### src/rtl/fcsg_pkg.sv
// Shared types, constants and the control program of the filled circle span generator.
`default_nettype none

package fcsg_pkg;

  localparam int COORD_BITS  = 10;
  localparam int RADIUS_BITS = 7;
  localparam int OUT_BITS    = 12;
  localparam int MAX_RADIUS  = 88;
  localparam int MAX_STEPS   = 64;
  localparam int STEP_BITS   = 7;   // holds 0..MAX_STEPS
  localparam int ROW_BITS    = 8;   // signed, holds -1..MAX_RADIUS
  localparam int DEC_BITS    = 11;  // signed decision value
  localparam int PC_BITS     = 2;

  typedef struct packed {
    logic [COORD_BITS-1:0]  center_col;
    logic [COORD_BITS-1:0]  center_row;
    logic [RADIUS_BITS-1:0] radius;
  } circle_t;

  typedef struct packed {
    logic signed [OUT_BITS-1:0] near_left;
    logic signed [OUT_BITS-1:0] near_right;
    logic signed [OUT_BITS-1:0] near_row_low;
    logic signed [OUT_BITS-1:0] near_row_high;
    logic signed [OUT_BITS-1:0] wide_left;
    logic signed [OUT_BITS-1:0] wide_right;
    logic signed [OUT_BITS-1:0] wide_row_low;
    logic signed [OUT_BITS-1:0] wide_row_high;
    logic                       last_step;
  } span_t;

  // Condition a step waits on before it takes effect.
  typedef enum logic [1:0] {
    WAIT_NONE   = 2'd0,
    WAIT_CIRCLE = 2'd1,
    WAIT_SLOT   = 2'd2
  } wait_sel_t;

  // Branch taken once the step takes effect; otherwise fall through to pc + 1.
  typedef enum logic [1:0] {
    BR_NEXT   = 2'd0,
    BR_ALWAYS = 2'd1,
    BR_MORE   = 2'd2
  } branch_sel_t;

  typedef struct packed {
    logic               take_circle;
    logic               emit;
    wait_sel_t          wait_sel;
    branch_sel_t        branch_sel;
    logic [PC_BITS-1:0] target;
  } ctrl_word_t;

  // Datapath strobes, issued only in a cycle where the step takes effect.
  typedef struct packed {
    logic load;
    logic emit;
  } dp_ctrl_t;

  typedef struct packed {
    logic slot_free;
    logic more;
  } dp_status_t;

  localparam logic [PC_BITS-1:0] PC_FETCH = 2'd0;
  localparam logic [PC_BITS-1:0] PC_WALK  = 2'd1;
  localparam logic [PC_BITS-1:0] PC_DONE  = 2'd2;

  function automatic ctrl_word_t ucode_word(input logic [PC_BITS-1:0] pc);
    ctrl_word_t w;
    w = '{take_circle: 1'b0, emit: 1'b0, wait_sel: WAIT_NONE,
          branch_sel: BR_ALWAYS, target: PC_FETCH};
    case (pc)
      PC_FETCH: begin
        w.take_circle = 1'b1;
        w.wait_sel    = WAIT_CIRCLE;
        w.branch_sel  = BR_NEXT;
      end
      PC_WALK: begin
        w.emit       = 1'b1;
        w.wait_sel   = WAIT_SLOT;
        w.branch_sel = BR_MORE;
        w.target     = PC_WALK;
      end
      PC_DONE: begin
        w.branch_sel = BR_ALWAYS;
        w.target     = PC_FETCH;
      end
      default: begin
        w.branch_sel = BR_ALWAYS;
        w.target     = PC_FETCH;
      end
    endcase
    return w;
  endfunction

endpackage

`default_nettype wire

### src/rtl/fcsg_sequencer.sv
// Microcode sequencer: step counter, control word fetch and conditional jumps.
`default_nettype none

module fcsg_sequencer
  import fcsg_pkg::*;
(
  input  wire logic       clk,
  input  wire logic       rst,
  input  wire logic       circle_valid,
  input  wire dp_status_t status,
  output logic            circle_ready,
  output dp_ctrl_t        ctrl
);

  logic [PC_BITS-1:0] pc;
  logic [PC_BITS-1:0] pc_next;
  ctrl_word_t         word;
  logic               go;
  logic               taken;

  assign word = ucode_word(pc);

  always_comb begin
    case (word.wait_sel)
      WAIT_NONE:   go = 1'b1;
      WAIT_CIRCLE: go = circle_valid;
      WAIT_SLOT:   go = status.slot_free;
      default:     go = 1'b1;
    endcase
  end

  always_comb begin
    case (word.branch_sel)
      BR_NEXT:   taken = 1'b0;
      BR_ALWAYS: taken = 1'b1;
      BR_MORE:   taken = status.more;
      default:   taken = 1'b1;
    endcase
  end

  always_comb begin
    if (!go) begin
      pc_next = pc;
    end else if (taken) begin
      pc_next = word.target;
    end else begin
      pc_next = pc + 1'b1;
    end
  end

  always_ff @(posedge clk) begin
    if (rst) begin
      pc <= PC_FETCH;
    end else begin
      pc <= pc_next;
    end
  end

  assign circle_ready = word.take_circle;
  assign ctrl.load    = word.take_circle & go;
  assign ctrl.emit    = word.emit & go;

endmodule

`default_nettype wire

### src/rtl/fcsg_datapath.sv
// Circle walk datapath: loop registers, span arithmetic and the output register.
`default_nettype none

module fcsg_datapath
  import fcsg_pkg::*;
(
  input  wire logic     clk,
  input  wire logic     rst,
  input  wire circle_t  circle,
  input  wire dp_ctrl_t ctrl,
  input  wire logic     span_ready,
  output dp_status_t    status,
  output logic          span_valid,
  output span_t         span
);

  logic [COORD_BITS-1:0]      held_center_col;
  logic [COORD_BITS-1:0]      held_center_row;
  logic [STEP_BITS-1:0]       step_x;
  logic signed [ROW_BITS-1:0] step_y;
  logic signed [DEC_BITS-1:0] decision;

  logic [RADIUS_BITS-1:0]     radius_sat;
  logic [STEP_BITS-1:0]       step_x_next;
  logic signed [ROW_BITS-1:0] step_y_next;
  logic signed [DEC_BITS-1:0] decision_next;
  logic signed [DEC_BITS-1:0] x_dec;
  logic signed [DEC_BITS-1:0] y_dec;
  logic signed [OUT_BITS-1:0] col_w;
  logic signed [OUT_BITS-1:0] row_w;
  logic signed [OUT_BITS-1:0] x_w;
  logic signed [OUT_BITS-1:0] y_w;
  logic                       last;
  span_t                      span_next;

  // Saturate the radius.
  assign radius_sat = (circle.radius > RADIUS_BITS'(MAX_RADIUS))
                      ? RADIUS_BITS'(MAX_RADIUS) : circle.radius;

  assign x_dec = DEC_BITS'(step_x);
  assign y_dec = DEC_BITS'(step_y);

  always_comb begin
    step_x_next = step_x + 1'b1;
    if (decision < 0) begin
      decision_next = decision + (x_dec <<< 2) + DEC_BITS'(6);
      step_y_next   = step_y;
    end else begin
      decision_next = decision + ((x_dec - y_dec) <<< 2) + DEC_BITS'(10);
      step_y_next   = step_y - 1'b1;
    end
  end

  assign last = ($signed({1'b0, step_x_next}) > step_y_next) ||
                (step_x_next == STEP_BITS'(MAX_STEPS));

  assign col_w = $signed({{(OUT_BITS-COORD_BITS){1'b0}}, held_center_col});
  assign row_w = $signed({{(OUT_BITS-COORD_BITS){1'b0}}, held_center_row});
  assign x_w   = $signed({{(OUT_BITS-STEP_BITS){1'b0}}, step_x});
  assign y_w   = {{(OUT_BITS-ROW_BITS){step_y[ROW_BITS-1]}}, step_y};

  always_comb begin
    span_next.near_left     = col_w - x_w;
    span_next.near_right    = col_w + x_w;
    span_next.near_row_low  = row_w - y_w;
    span_next.near_row_high = row_w + y_w;
    span_next.wide_left     = col_w - y_w;
    span_next.wide_right    = col_w + y_w;
    span_next.wide_row_low  = row_w - x_w;
    span_next.wide_row_high = row_w + x_w;
    span_next.last_step     = last;
  end

  // Loop registers.
  always_ff @(posedge clk) begin
    if (rst) begin
      held_center_col <= '0;
      held_center_row <= '0;
      step_x          <= '0;
      step_y          <= '0;
      decision        <= '0;
    end else if (ctrl.load) begin
      held_center_col <= circle.center_col;
      held_center_row <= circle.center_row;
      step_x          <= '0;
      step_y          <= $signed({1'b0, radius_sat});
      decision        <= DEC_BITS'(3) - (DEC_BITS'(radius_sat) <<< 1);
    end else if (ctrl.emit) begin
      step_x          <= step_x_next;
      step_y          <= step_y_next;
      decision        <= decision_next;
    end
  end

  // Output register: load on emit, drop valid once taken.
  always_ff @(posedge clk) begin
    if (rst) begin
      span_valid <= 1'b0;
    end else if (ctrl.emit) begin
      span_valid <= 1'b1;
    end else if (span_ready) begin
      span_valid <= 1'b0;
    end
  end

  always_ff @(posedge clk) begin
    if (ctrl.emit) begin
      span <= span_next;
    end
  end

  assign status.slot_free = !span_valid || span_ready;
  assign status.more      = !last;

endmodule

`default_nettype wire

### src/rtl/filled_circle_span_generator.sv
// Top level of the filled circle span generator.
`default_nettype none

// Takes one circle transaction (center column, center row, radius) and walks
// the Bresenham circle loop, giving one span transaction per loop step: the
// narrow spans on rows center_row -/+ y over columns center_col -/+ x, and the
// wide spans on rows center_row -/+ x over columns center_col -/+ y. The last
// span transaction of a circle carries last_step. Radii above 88 saturate to
// 88; radius zero gives a single point. Columns and rows are signed 12-bit and
// may fall off the screen: the consumer clips. A circle of radius r gives
// about r/sqrt(2) + 1 span transactions, at most 63 (radius 88). The
// microcode program accepts a circle in PC_FETCH, issues one span per cycle
// in PC_WALK while the output register is free, and returns through PC_DONE
// before it fetches the next circle.
// A new circle is accepted only after the previous one has issued its last
// span; that last span may still sit in the output register meanwhile.

module filled_circle_span_generator
  import fcsg_pkg::*;
(
  input  wire logic    clk,
  input  wire logic    rst,
  input  wire logic    circle_valid,
  output logic         circle_ready,
  input  wire circle_t circle,
  output logic         span_valid,
  input  wire logic    span_ready,
  output span_t        span
);

  dp_ctrl_t   ctrl;
  dp_status_t status;

  // Hold the program counter and issue strobes.
  fcsg_sequencer u_sequencer (
    .clk          (clk),
    .rst          (rst),
    .circle_valid (circle_valid),
    .status       (status),
    .circle_ready (circle_ready),
    .ctrl         (ctrl)
  );

  // Advance the circle walk and register each span.
  fcsg_datapath u_datapath (
    .clk        (clk),
    .rst        (rst),
    .circle     (circle),
    .ctrl       (ctrl),
    .span_ready (span_ready),
    .status     (status),
    .span_valid (span_valid),
    .span       (span)
  );

endmodule

`default_nettype wire

### config.mk
export PLATFORM = sky130hd
export DESIGN_NAME = filled_circle_span_generator
export DESIGN_NICKNAME = d
export VERILOG_FILES = /design/src/rtl/fcsg_pkg.sv /design/src/rtl/fcsg_sequencer.sv /design/src/rtl/fcsg_datapath.sv /design/src/rtl/filled_circle_span_generator.sv
export SDC_FILE = /design/constraint.sdc
export NUM_CORES = 1
export LEC_CHECK = 0
export ABC_AREA = 1
export BUFFER_PORTS_ARGS = -buffer_cell sky130_fd_sc_hd__buf_2
export CORE_ASPECT_RATIO = 1.5
export CORE_UTILIZATION = 60
export CTS_CLUSTER_DIAMETER = 150
export DETAILED_ROUTE_END_ITERATION = 16
export GPL_ROUTABILITY_DRIVEN = 0
export GPL_TIMING_DRIVEN = 0
export PLACE_DENSITY = 0.81
export SYNTH_ARGS = -nofsm -noshare
export SYNTH_HDL_FRONTEND = slang
export SYNTH_SLANG_ARGS = --single-unit
### constraint.sdc
create_clock -name clk -period 9.89 [get_ports clk]
set_clock_uncertainty 0.1 [all_clocks]
set_input_delay 0.989 -clock clk [delete_from_list [all_inputs] [get_ports clk]]
set_output_delay 0.989 -clock clk [all_outputs]
set_load 0.02 [all_outputs]
==> results.ini, run 1 <==
[synthesis]
yosysMostFrequentCell=nand2_1
synth_warnings=0
synth.avg_cell_area_um2=8.81
ys_async_sr_fraction_pct=0
syn_inst=1102
synth_seq_area_share_pct=37.4
synth-edff-count=89
synth_top_cell_by_area=edfxtp_1
ys_top_cells_by_area=edfxtp_1 (28%), ha_1 (16%), dfxtp_1 (9.9%)
netlist_top_cells_count=nand2_1 (153), inv_1 (147), ha_1 (124)
synthFlopType=edfxtp_1
synth_seq_cells=137
syn_area_um2=9710
ys_types=52
synth.top_cell.area_share_pct=27.5

[floorplanning]
die-height_um=158
rows=56
core_area_um2=15800
io_pins=130
die_w_um=106
die-area_um2=16700
initial_core_util_pct=61.6

[sta]
tightest_slew_ns=0.692
max_freq_ghz=0.254
period_minus_slack_ns=3.93
holdWs_ns=0.445
fin_crit_sh_pct=39.8
max_slew_margin_pct=53.8
maxSlewViolCount=0
setup_viol=0
rsz0062_at_grt=false
hold_viol_final=0
final.setup.tns_ns=0

[routing]
drtPass1Iterations=8
drt_iter0_drc=631
wire_per_inst_um=17.6
num_vias=8450
drt_wl_total_um=25800
drc_errors=0
drtAntennaViolNets=0
viasPerCell=5.77

[outcome]
status=completed

[worst_hold_path]
hp-class=register to register
worstHoldStart=u_sequencer.pc[1]

[clocking]
root_buffer=clkbuf_16
htree_levels=4
clk_latency_ns=0.43
post_cts_buffers=0
cts_made_buffers=17
clk_pin_slew_worst_paths_ns=0.07
hold_buffers=0
cts_resized=0
cts_sinks=137
cts_tree=done
cts_buffer_depth=2

[grt]
grt_max_degree=58
grt_overflow=0
track_usage_pct=31.6
grt_antenna_before_repair=0
grt_pass1_vias=8248
grt_pass1_wl_um=40300

[layout]
layout.cells.non_filler=1465
fin_nets=1415
area_delta_synth_final_pct=15.5
drive_gt1_share_pct=17.1
diodes=0

[flow_run]
cap_violations=0

[setup_path]
r2r_start=u_datapath.step_y[1]
startpoint_type=register
required_ns=10.15
cp_max_fo=9
critPathKind=register to register
critPathArrivalTime_ns=4.20
r2r_slack_ns=5.96
cp-startpoint=u_datapath.step_y[1]
endpoint_kind=register

[place]
dpl.cell_count=1433
io_buffers=126
hpwl_um=19200

[layer usage]
metal / up-vias / share of wire (%) / track usage, %
li1: 4007 / - / -
met1: 3914 / 36 / 33.8
met2: 413 / 51 / 56.9
met3: 116 / 6.0 / 3.54
met4: 0 / 7.1 / 23.9
met5: - / 0 / 0
[cells in the final DEF (no fill, tap or decap), types with 9 or more instances in the layout]
cell type | netlist | final
nand2_1 | 153 | 153
inv_1 | 147 | 147
buf_2 | 11 | 136
ha_1 | 124 | 124
a21oi_1 | 102 | 102
edfxtp_1 | 89 | 89
xor2_1 | 77 | 77
nor2_1 | 72 | 72
o21ai_0 | 60 | 60
nand3_1 | 50 | 50
dfxtp_1 | 48 | 48
nor3_1 | 19 | 19
clkbuf_16 | 0 | 17
buf_4 | 12 | 13
nand4_1 | 12 | 12
fa_1 | 11 | 11
xnor2_1 | 10 | 10
o21ai_1 | 9 | 9
[critical path, stage by stage (launching register included)]
cell and delay [ns]:
dfxtp_1 0.59, inv_1 0.37, fa_1 0.54, nand3_1 0.10, nand3_1 0.13, a21oi_1 0.14, o21ai_0 0.11, xor2_1 0.15
inv_1 0.07, ha_1 0.28, ha_1 0.37, a21o_1 0.20, a31oi_1 0.20, nand2_1 0.08, nand2_1 0.06, nand3_1 0.07
o21ai_0 0.10, nand2_1 0.07, a21oi_1 0.14
[per-stage QoR]
stage / utilization, % / cell area (µm²) / worst slack, ns
floorplan: - / 9720 / 6.65
global placement: 67.2 / 10600 / 6.11
detailed placement: 67.4 / 10600 / 6.00
CTS: 71.2 / 11200 / 5.97
global route: 71.2 / 11200 / 5.73
finish: 71.2 / 11200 / 5.96
[sequential cells by signal, indices dropped and copies added, names as in the netlist]
name                        cells
u_datapath.span                89
u_datapath.decision            10
u_datapath.held_center_col     10
u_datapath.held_center_row     10
u_datapath.step_y               8
u_datapath.step_x               7
u_sequencer.pc                  2
u_datapath.span_valid           1
[cells by family (layout without fill, tap and decap cells)]
| family | Yosys count | count (layout) | share of synthesized area (%) |
|---|---|---|---|
| AND/OR/NAND/NOR | 322 | 322 | 14.5 |
| other | 1 | 2 | 0.0386 |
| multiplexers | 1 | 1 | 0.103 |
| adder cells (fa/ha/maj) | 135 | 135 | 18.2 |
| buffers and inverters | 192 | 351 | 8.52 |
| AO/OA/AOI/OAI | 227 | 227 | 13.3 |
| flip-flops | 137 | 137 | 37.4 |
| XOR/XNOR | 87 | 87 | 7.85 |
[final timing paths]
kind | endpoint | cells after the start
worst max-delay path | u_datapath.decision[9] | 18
worst min-delay path | u_sequencer.pc[1] | 2
worst max register to register | u_datapath.decision[9] | 18
worst min register to register | u_sequencer.pc[1] | 2
[final cells by class]
cell class	instances	area (µm²)
Tap cell	203	254
Buffer	37	240
Fill cell	1226	4540
Sequential cell	137	3630
Inverter	155	589
Timing Repair Buffer	127	658
Clock inverter	14	163
Clock buffer	18	429
Multi-Input combinational cell	774	5260
Power of run 1 is left out: the tool's default activity adds up to more than one toggle a clock period on the data nets, which glitch-free logic cannot reach.
==> inputs of run 2 (changes only) <==
--- a/config.mk
+++ b/config.mk
@@ -8,12 +8,12 @@
 export ABC_AREA = 1
 export BUFFER_PORTS_ARGS = -buffer_cell sky130_fd_sc_hd__buf_2
 export CORE_ASPECT_RATIO = 1.5
-export CORE_UTILIZATION = 60
+export CORE_UTILIZATION = 53
 export CTS_CLUSTER_DIAMETER = 150
 export DETAILED_ROUTE_END_ITERATION = 16
 export GPL_ROUTABILITY_DRIVEN = 0
 export GPL_TIMING_DRIVEN = 0
-export PLACE_DENSITY = 0.81
+export PLACE_DENSITY = 0.75
 export SYNTH_ARGS = -nofsm -noshare
 export SYNTH_HDL_FRONTEND = slang
 export SYNTH_SLANG_ARGS = --single-unit
==> constraint.sdc (replaced) <==
create_clock -name clk -period 3.6 [get_ports clk]
set_clock_uncertainty 0.1 [all_clocks]
set_input_delay 0.36 -clock clk [delete_from_list [all_inputs] [get_ports clk]]
set_output_delay 0.36 -clock clk [all_outputs]
set_load 0.02 [all_outputs]
==> results.ini, run 2 (synthesis gave the netlist of run 1 again) <==
[outcome]
status=completed

[routing]
wire_per_inst_um=17.5  ; -0.60%
num_vias=8388  ; -0.73%
drc_errors=0  ; unchanged
drt_iter0_drc=637  ; +0.95%
drt_wl_total_um=25900  ; +0.69%
drtAntennaViolNets=0  ; unchanged
viasPerCell=5.65  ; -2.0%
drtPass1Iterations=7  ; -1

[grt]
grt_antenna_before_repair=0  ; unchanged
grt_pass1_wl_um=40100  ; -0.41%
grt_max_degree=65  ; +12%
track_usage_pct=27.7  ; -3.9 points
grt_overflow=0  ; unchanged
grt_pass1_vias=8042  ; -2.5%

[sta]
holdWs_ns=0.0661  ; -0.379 ns
tightest_slew_ns=0.783  ; +0.0916 ns
maxSlewViolCount=0  ; unchanged
max_slew_margin_pct=47.8  ; -6.0 points
period_minus_slack_ns=3.42  ; -0.513 ns
fin_crit_sh_pct=95.0  ; +55 points
max_freq_ghz=0.292  ; +15%
setup_viol=0  ; unchanged
final.setup.tns_ns=0  ; unchanged
setup_ws_ns=0.180  ; -5.78 ns
hold_viol_final=0  ; unchanged

[clocking]
cts_sinks=137  ; unchanged
hold_buffers=0  ; unchanged
clk_latency_ns=0.43  ; about the same
clk_pin_slew_worst_paths_ns=0.06  ; about the same
cts_made_buffers=17  ; unchanged
cts_buffer_depth=2  ; unchanged
cts_tree=done
root_buffer=clkbuf_16
htree_levels=4  ; unchanged

[setup_path]
critPathKind=register to register
required_ns=3.86  ; -6.29 ns
endpoint_kind=register
startpoint_type=register
cp_max_fo=10  ; +1
critPathArrivalTime_ns=3.68  ; -0.52 ns

[floorplanning]
rows=60  ; +7.1%
die-height_um=168  ; +6.3%
initial_core_util_pct=54.1  ; -7.5 points
core_area_um2=17900  ; +14%
io_pins=130  ; unchanged
die-area_um2=18900  ; +13%
die_w_um=113  ; +6.3%

[layout]
mostFrequentLayoutCell=nand2_1
fin_nets=1420  ; +0.35%
fillers=1425  ; +16%
largest_reg_flops=89  ; unchanged
drive_gt1_share_pct=18.5  ; +1.4 points
largest-register=u_datapath.span
diodes=0  ; unchanged
mostFrequentLayoutCells=nand2_1 (153), inv_1 (144), buf_2 (136)
area_delta_synth_final_pct=17.1

[place]
hpwl_um=19300  ; +0.79%
io_buffers=126  ; unchanged
pre_cts_ws_ns=-0.274  ; -6.28 ns

[worst_hold_path]
hp-class=input pin to register

[flow_run]
cap_violations=0  ; unchanged

-- run 2: cell types whose count changed in the layout (fill, tap and decap cells not counted), sizes merged --
cell,previous run,this run
clkinv,3,4
buf,155,160
bufinv,2,3
inv,160,159
clkinvlp,4,3
-- run 2: worst max-delay path: stages, from the launching register on --
cell and delay [ns]:
dfxtp_4 0.40, inv_2 0.10, ha_1 0.14, inv_1 0.06, fa_1 0.41, nand3_1 0.10, nand3_1 0.16, a21oi_1 0.17
o21ai_0 0.11, xor2_1 0.15, inv_1 0.06, ha_1 0.31, ha_4 0.27, a21o_1 0.18, a31oi_2 0.17, nand2_1 0.07
nand2_1 0.06, nand3_1 0.06, o21ai_0 0.09, nand2_1 0.07, a21oi_1 0.11
-- run 2: final timing paths --
| check | from | to | slack (ns) | cells past startpoint |
|---|---|---|---|---|
| worst max-delay path | u_datapath.step_x[0] | u_datapath.decision[9] | 0.18 | 20 |
| worst max register to register | u_datapath.step_x[0] | u_datapath.decision[9] | 0.18 | 20 |
| worst min-delay path | circle[20] | u_datapath.held_center_col[3] | 0.07 | 3 |
| worst min register to register | u_datapath.decision[1] | u_datapath.decision[1] | 0.42 | 2 |
-- run 2: cell type report --
| cell class | instances | area [µm²] | area share (%) |
|---|---|---|---|
| sequential | 137 | 3650 | 32.1 |
| timing repair buffer | 132 | 696 | 6.12 |
| tap | 217 | 272 | 2.39 |
| multi-input combinational | 774 | 5300 | 46.6 |
| clock buffer | 18 | 429 | 3.77 |
| clock inverter | 14 | 188 | 1.65 |
| inverter | 155 | 597 | 5.25 |
| buffer | 37 | 240 | 2.11 |
-- run 2: routing by layer --
metal  routed length (µm)  track usage (%)  vias to the layer above
li1                     -                -                     4022
met1                 9670             29.9                     3930
met2                13500             50.4                      337
met3                 1140             3.31                       99
met4                 1620             18.6                        0
met5                    0                0                        -
-- run 2: repair_timing --
item	4_1_cts	5_1_grt
endpoints found under the hold margin	0	0
gates resized for setup	5	13
buffers inserted	2	3
endpoints found under the setup margin	4	3
-- run 2: through the flow --
| stage | instances | instance area, µm² | utilization [%] |
|---|---|---|---|
| floorplan | 1103 | 9720 | - |
| global placement | 1446 | 10600 | 59.2 |
| detailed placement | 1447 | 10600 | 59.3 |
| CTS | 1481 | 11300 | 62.9 |
| global route | 1484 | 11400 | 63.4 |
| finish | 1484 | 11400 | 63.4 |
Power of run 2 is left out for the same reason.
==> inputs of run 3 (changes only) <==
--- a/config.mk
+++ b/config.mk
@@ -8,11 +8,13 @@
 export ABC_AREA = 1
 export BUFFER_PORTS_ARGS = -buffer_cell sky130_fd_sc_hd__buf_2
 export CORE_ASPECT_RATIO = 1.5
+export CORE_MARGIN = 5
 export CORE_UTILIZATION = 53
 export CTS_CLUSTER_DIAMETER = 150
 export DETAILED_ROUTE_END_ITERATION = 16
 export GPL_ROUTABILITY_DRIVEN = 0
 export GPL_TIMING_DRIVEN = 0
+export HOLD_SLACK_MARGIN = 0.08
 export PLACE_DENSITY = 0.75
 export SYNTH_ARGS = -nofsm -noshare
 export SYNTH_HDL_FRONTEND = slang
==> results.ini, run 3 (synthesis gave the netlist of run 1 again) <==
[worst_hold_path]
hp-class=input pin to register

[sta]
rsz0062_at_grt=false
setup_viol=0  ; unchanged
maxSlewViolCount=0  ; unchanged
period_minus_slack_ns=3.35  ; -0.0695 ns
hold_viol_final=0  ; unchanged
fin_crit_sh_pct=93.1  ; -1.9 points
max_slew_margin_pct=50.2  ; +2.4 points
tightest_slew_ns=0.747  ; -0.0358 ns
max_freq_ghz=0.298  ; +2.1%

[floorplanning]
rows=60  ; unchanged
io_pins=130  ; unchanged
initial_core_util_pct=53.9  ; -0.23 points
die_w_um=121  ; +7.1%
die-area_um2=21200  ; +12%
die-height_um=176  ; +4.8%
core_area_um2=18000  ; +0.42%

[layout]
largest_reg_flops=89  ; unchanged
fillers=1514  ; +6.2%
area_delta_synth_final_pct=16.9
largest-register=u_datapath.span
mostFrequentLayoutCells=nand2_1 (153), inv_1 (144), buf_2 (136)
multiInputGateArea_um2=5310  ; +0.24%
fin_nets=1424  ; +0.28%
mostFrequentLayoutCell=nand2_1
drive_gt1_share_pct=18.6  ; +0.020 points
ff_latch_area_um2=3650  ; about the same
diodes=0  ; unchanged
fin_area_um2=11400  ; -0.13%

[grt]
track_usage_pct=24.7  ; -3.0 points
grt_overflow=0  ; unchanged
grt_max_degree=69  ; +6.2%
grt_pass1_wl_um=40800  ; +1.7%
grt_antenna_before_repair=0  ; unchanged
grt_pass1_vias=8159  ; +1.5%

[clocking]
cts_made_buffers=17  ; unchanged
clk_pin_slew_worst_paths_ns=0.06  ; about the same
clk_latency_ns=0.43  ; about the same
cts_buffer_depth=2  ; unchanged
htree_levels=4  ; unchanged
cts_tree=done
cts_sinks=137  ; unchanged
root_buffer=clkbuf_16

[setup_path]
endpoint_kind=register
critPathMaxStageDelay_ns=0.48  ; +0.07 ns
path_buf_inv=3  ; unchanged
cpMostUsedCell=nand2_1
cp_slowest_cell=dfxtp_1
critPathArrivalTime_ns=3.61  ; -0.07 ns
startpoint_type=register
required_ns=3.86  ; about the same
critPathKind=register to register
cp_max_fo=5  ; -5
crit_family=adder cells
worstPathCellList=inv_1 > ha_1 > a21oi_2 > inv_1 > nand2_1 > nand2_1 > nand2_1 > nand2_1 > xor2_1 > ha_1 > ha_1 > nand2_1 > nor2_1 > nand2_1 > o211ai_1 > inv_1 > nand2_1 > nand3_1 > nand2_1 > nand2_1 > a21oi_1

[place]
placed_area_um2=10600  ; unchanged
hpwl_um=19600  ; +1.2%
io_buffers=126  ; unchanged

[routing]
wire_per_inst_um=17.5  ; +0.18%
viasPerCell=5.56  ; -1.6%
num_vias=8275  ; -1.3%
drtPass1Iterations=8  ; +1
drt_wl_total_um=26100  ; +0.45%
drt_iter0_drc=626  ; -1.7%
drtAntennaViolNets=0  ; unchanged
drc_errors=0  ; unchanged

[outcome]
status=completed

[flow_run]
cap_violations=0  ; unchanged

-- run 3: path summary, 6_finish.rpt --
kind	endpoint	slack, ns	cells past startpoint	start
hold / removal	u_datapath.held_center_row[4]	0.09	3	circle[11]
hold reg to reg	u_datapath.decision[1]	0.43	2	u_datapath.decision[1]
setup / recovery	u_datapath.decision[10]	0.25	21	u_datapath.step_y[4]
setup reg to reg	u_datapath.decision[10]	0.25	21	u_datapath.step_y[4]
-- run 3: worst min-delay path, stage by stage --
cell and delay (ns):
buf_2 0.08, nor2_1 0.05, nor2_1 0.09
-- run 3: layer usage --
layer	vias to the layer above	wire, µm	track usage [%]
li1	4023	-	-
met4	0	1560	14.6
met5	-	0	0
met2	334	13500	44.7
met3	89	1410	3.70
met1	3829	9560	26.8
-- run 3: per-stage QoR --
stage	util [%]	setup WS, ns	hold WS [ns]	std cells	TNS, ns
floorplan	-	0.356	0.380	1103	0
global placement	58.9	-0.174	0.411	1446	-0.267
detailed placement	59.1	-0.206	0.425	1447	-0.353
CTS	62.5	0.0185	0.0825	1485	0
global route	63.0	0.00566	0.0880	1488	0
finish	63.0	0.249	0.0906	1488	0
-- run 3: timing repair --
item	4_1_cts	5_1_grt
resized for setup	4	18
setup endpoints to repair	2	3
hold buffers	4	1
pin swaps	0	1
gates cloned	0	0
buffers inserted	2	2
endpoints found under the hold margin	4	1
-- run 3: area by class of cell --
| type | instances | share of cell area, % |
|---|---|---|
| multi-input combinational | 774 | 46.8 |
| clock buffer | 19 | 3.81 |
| clock inverter | 13 | 1.06 |
| sequential | 137 | 32.1 |
| tap | 217 | 2.39 |
| buffer | 37 | 2.12 |
| inverter | 155 | 5.22 |
| timing repair buffer | 136 | 6.50 |
Power of run 3 is left out for the same reason.
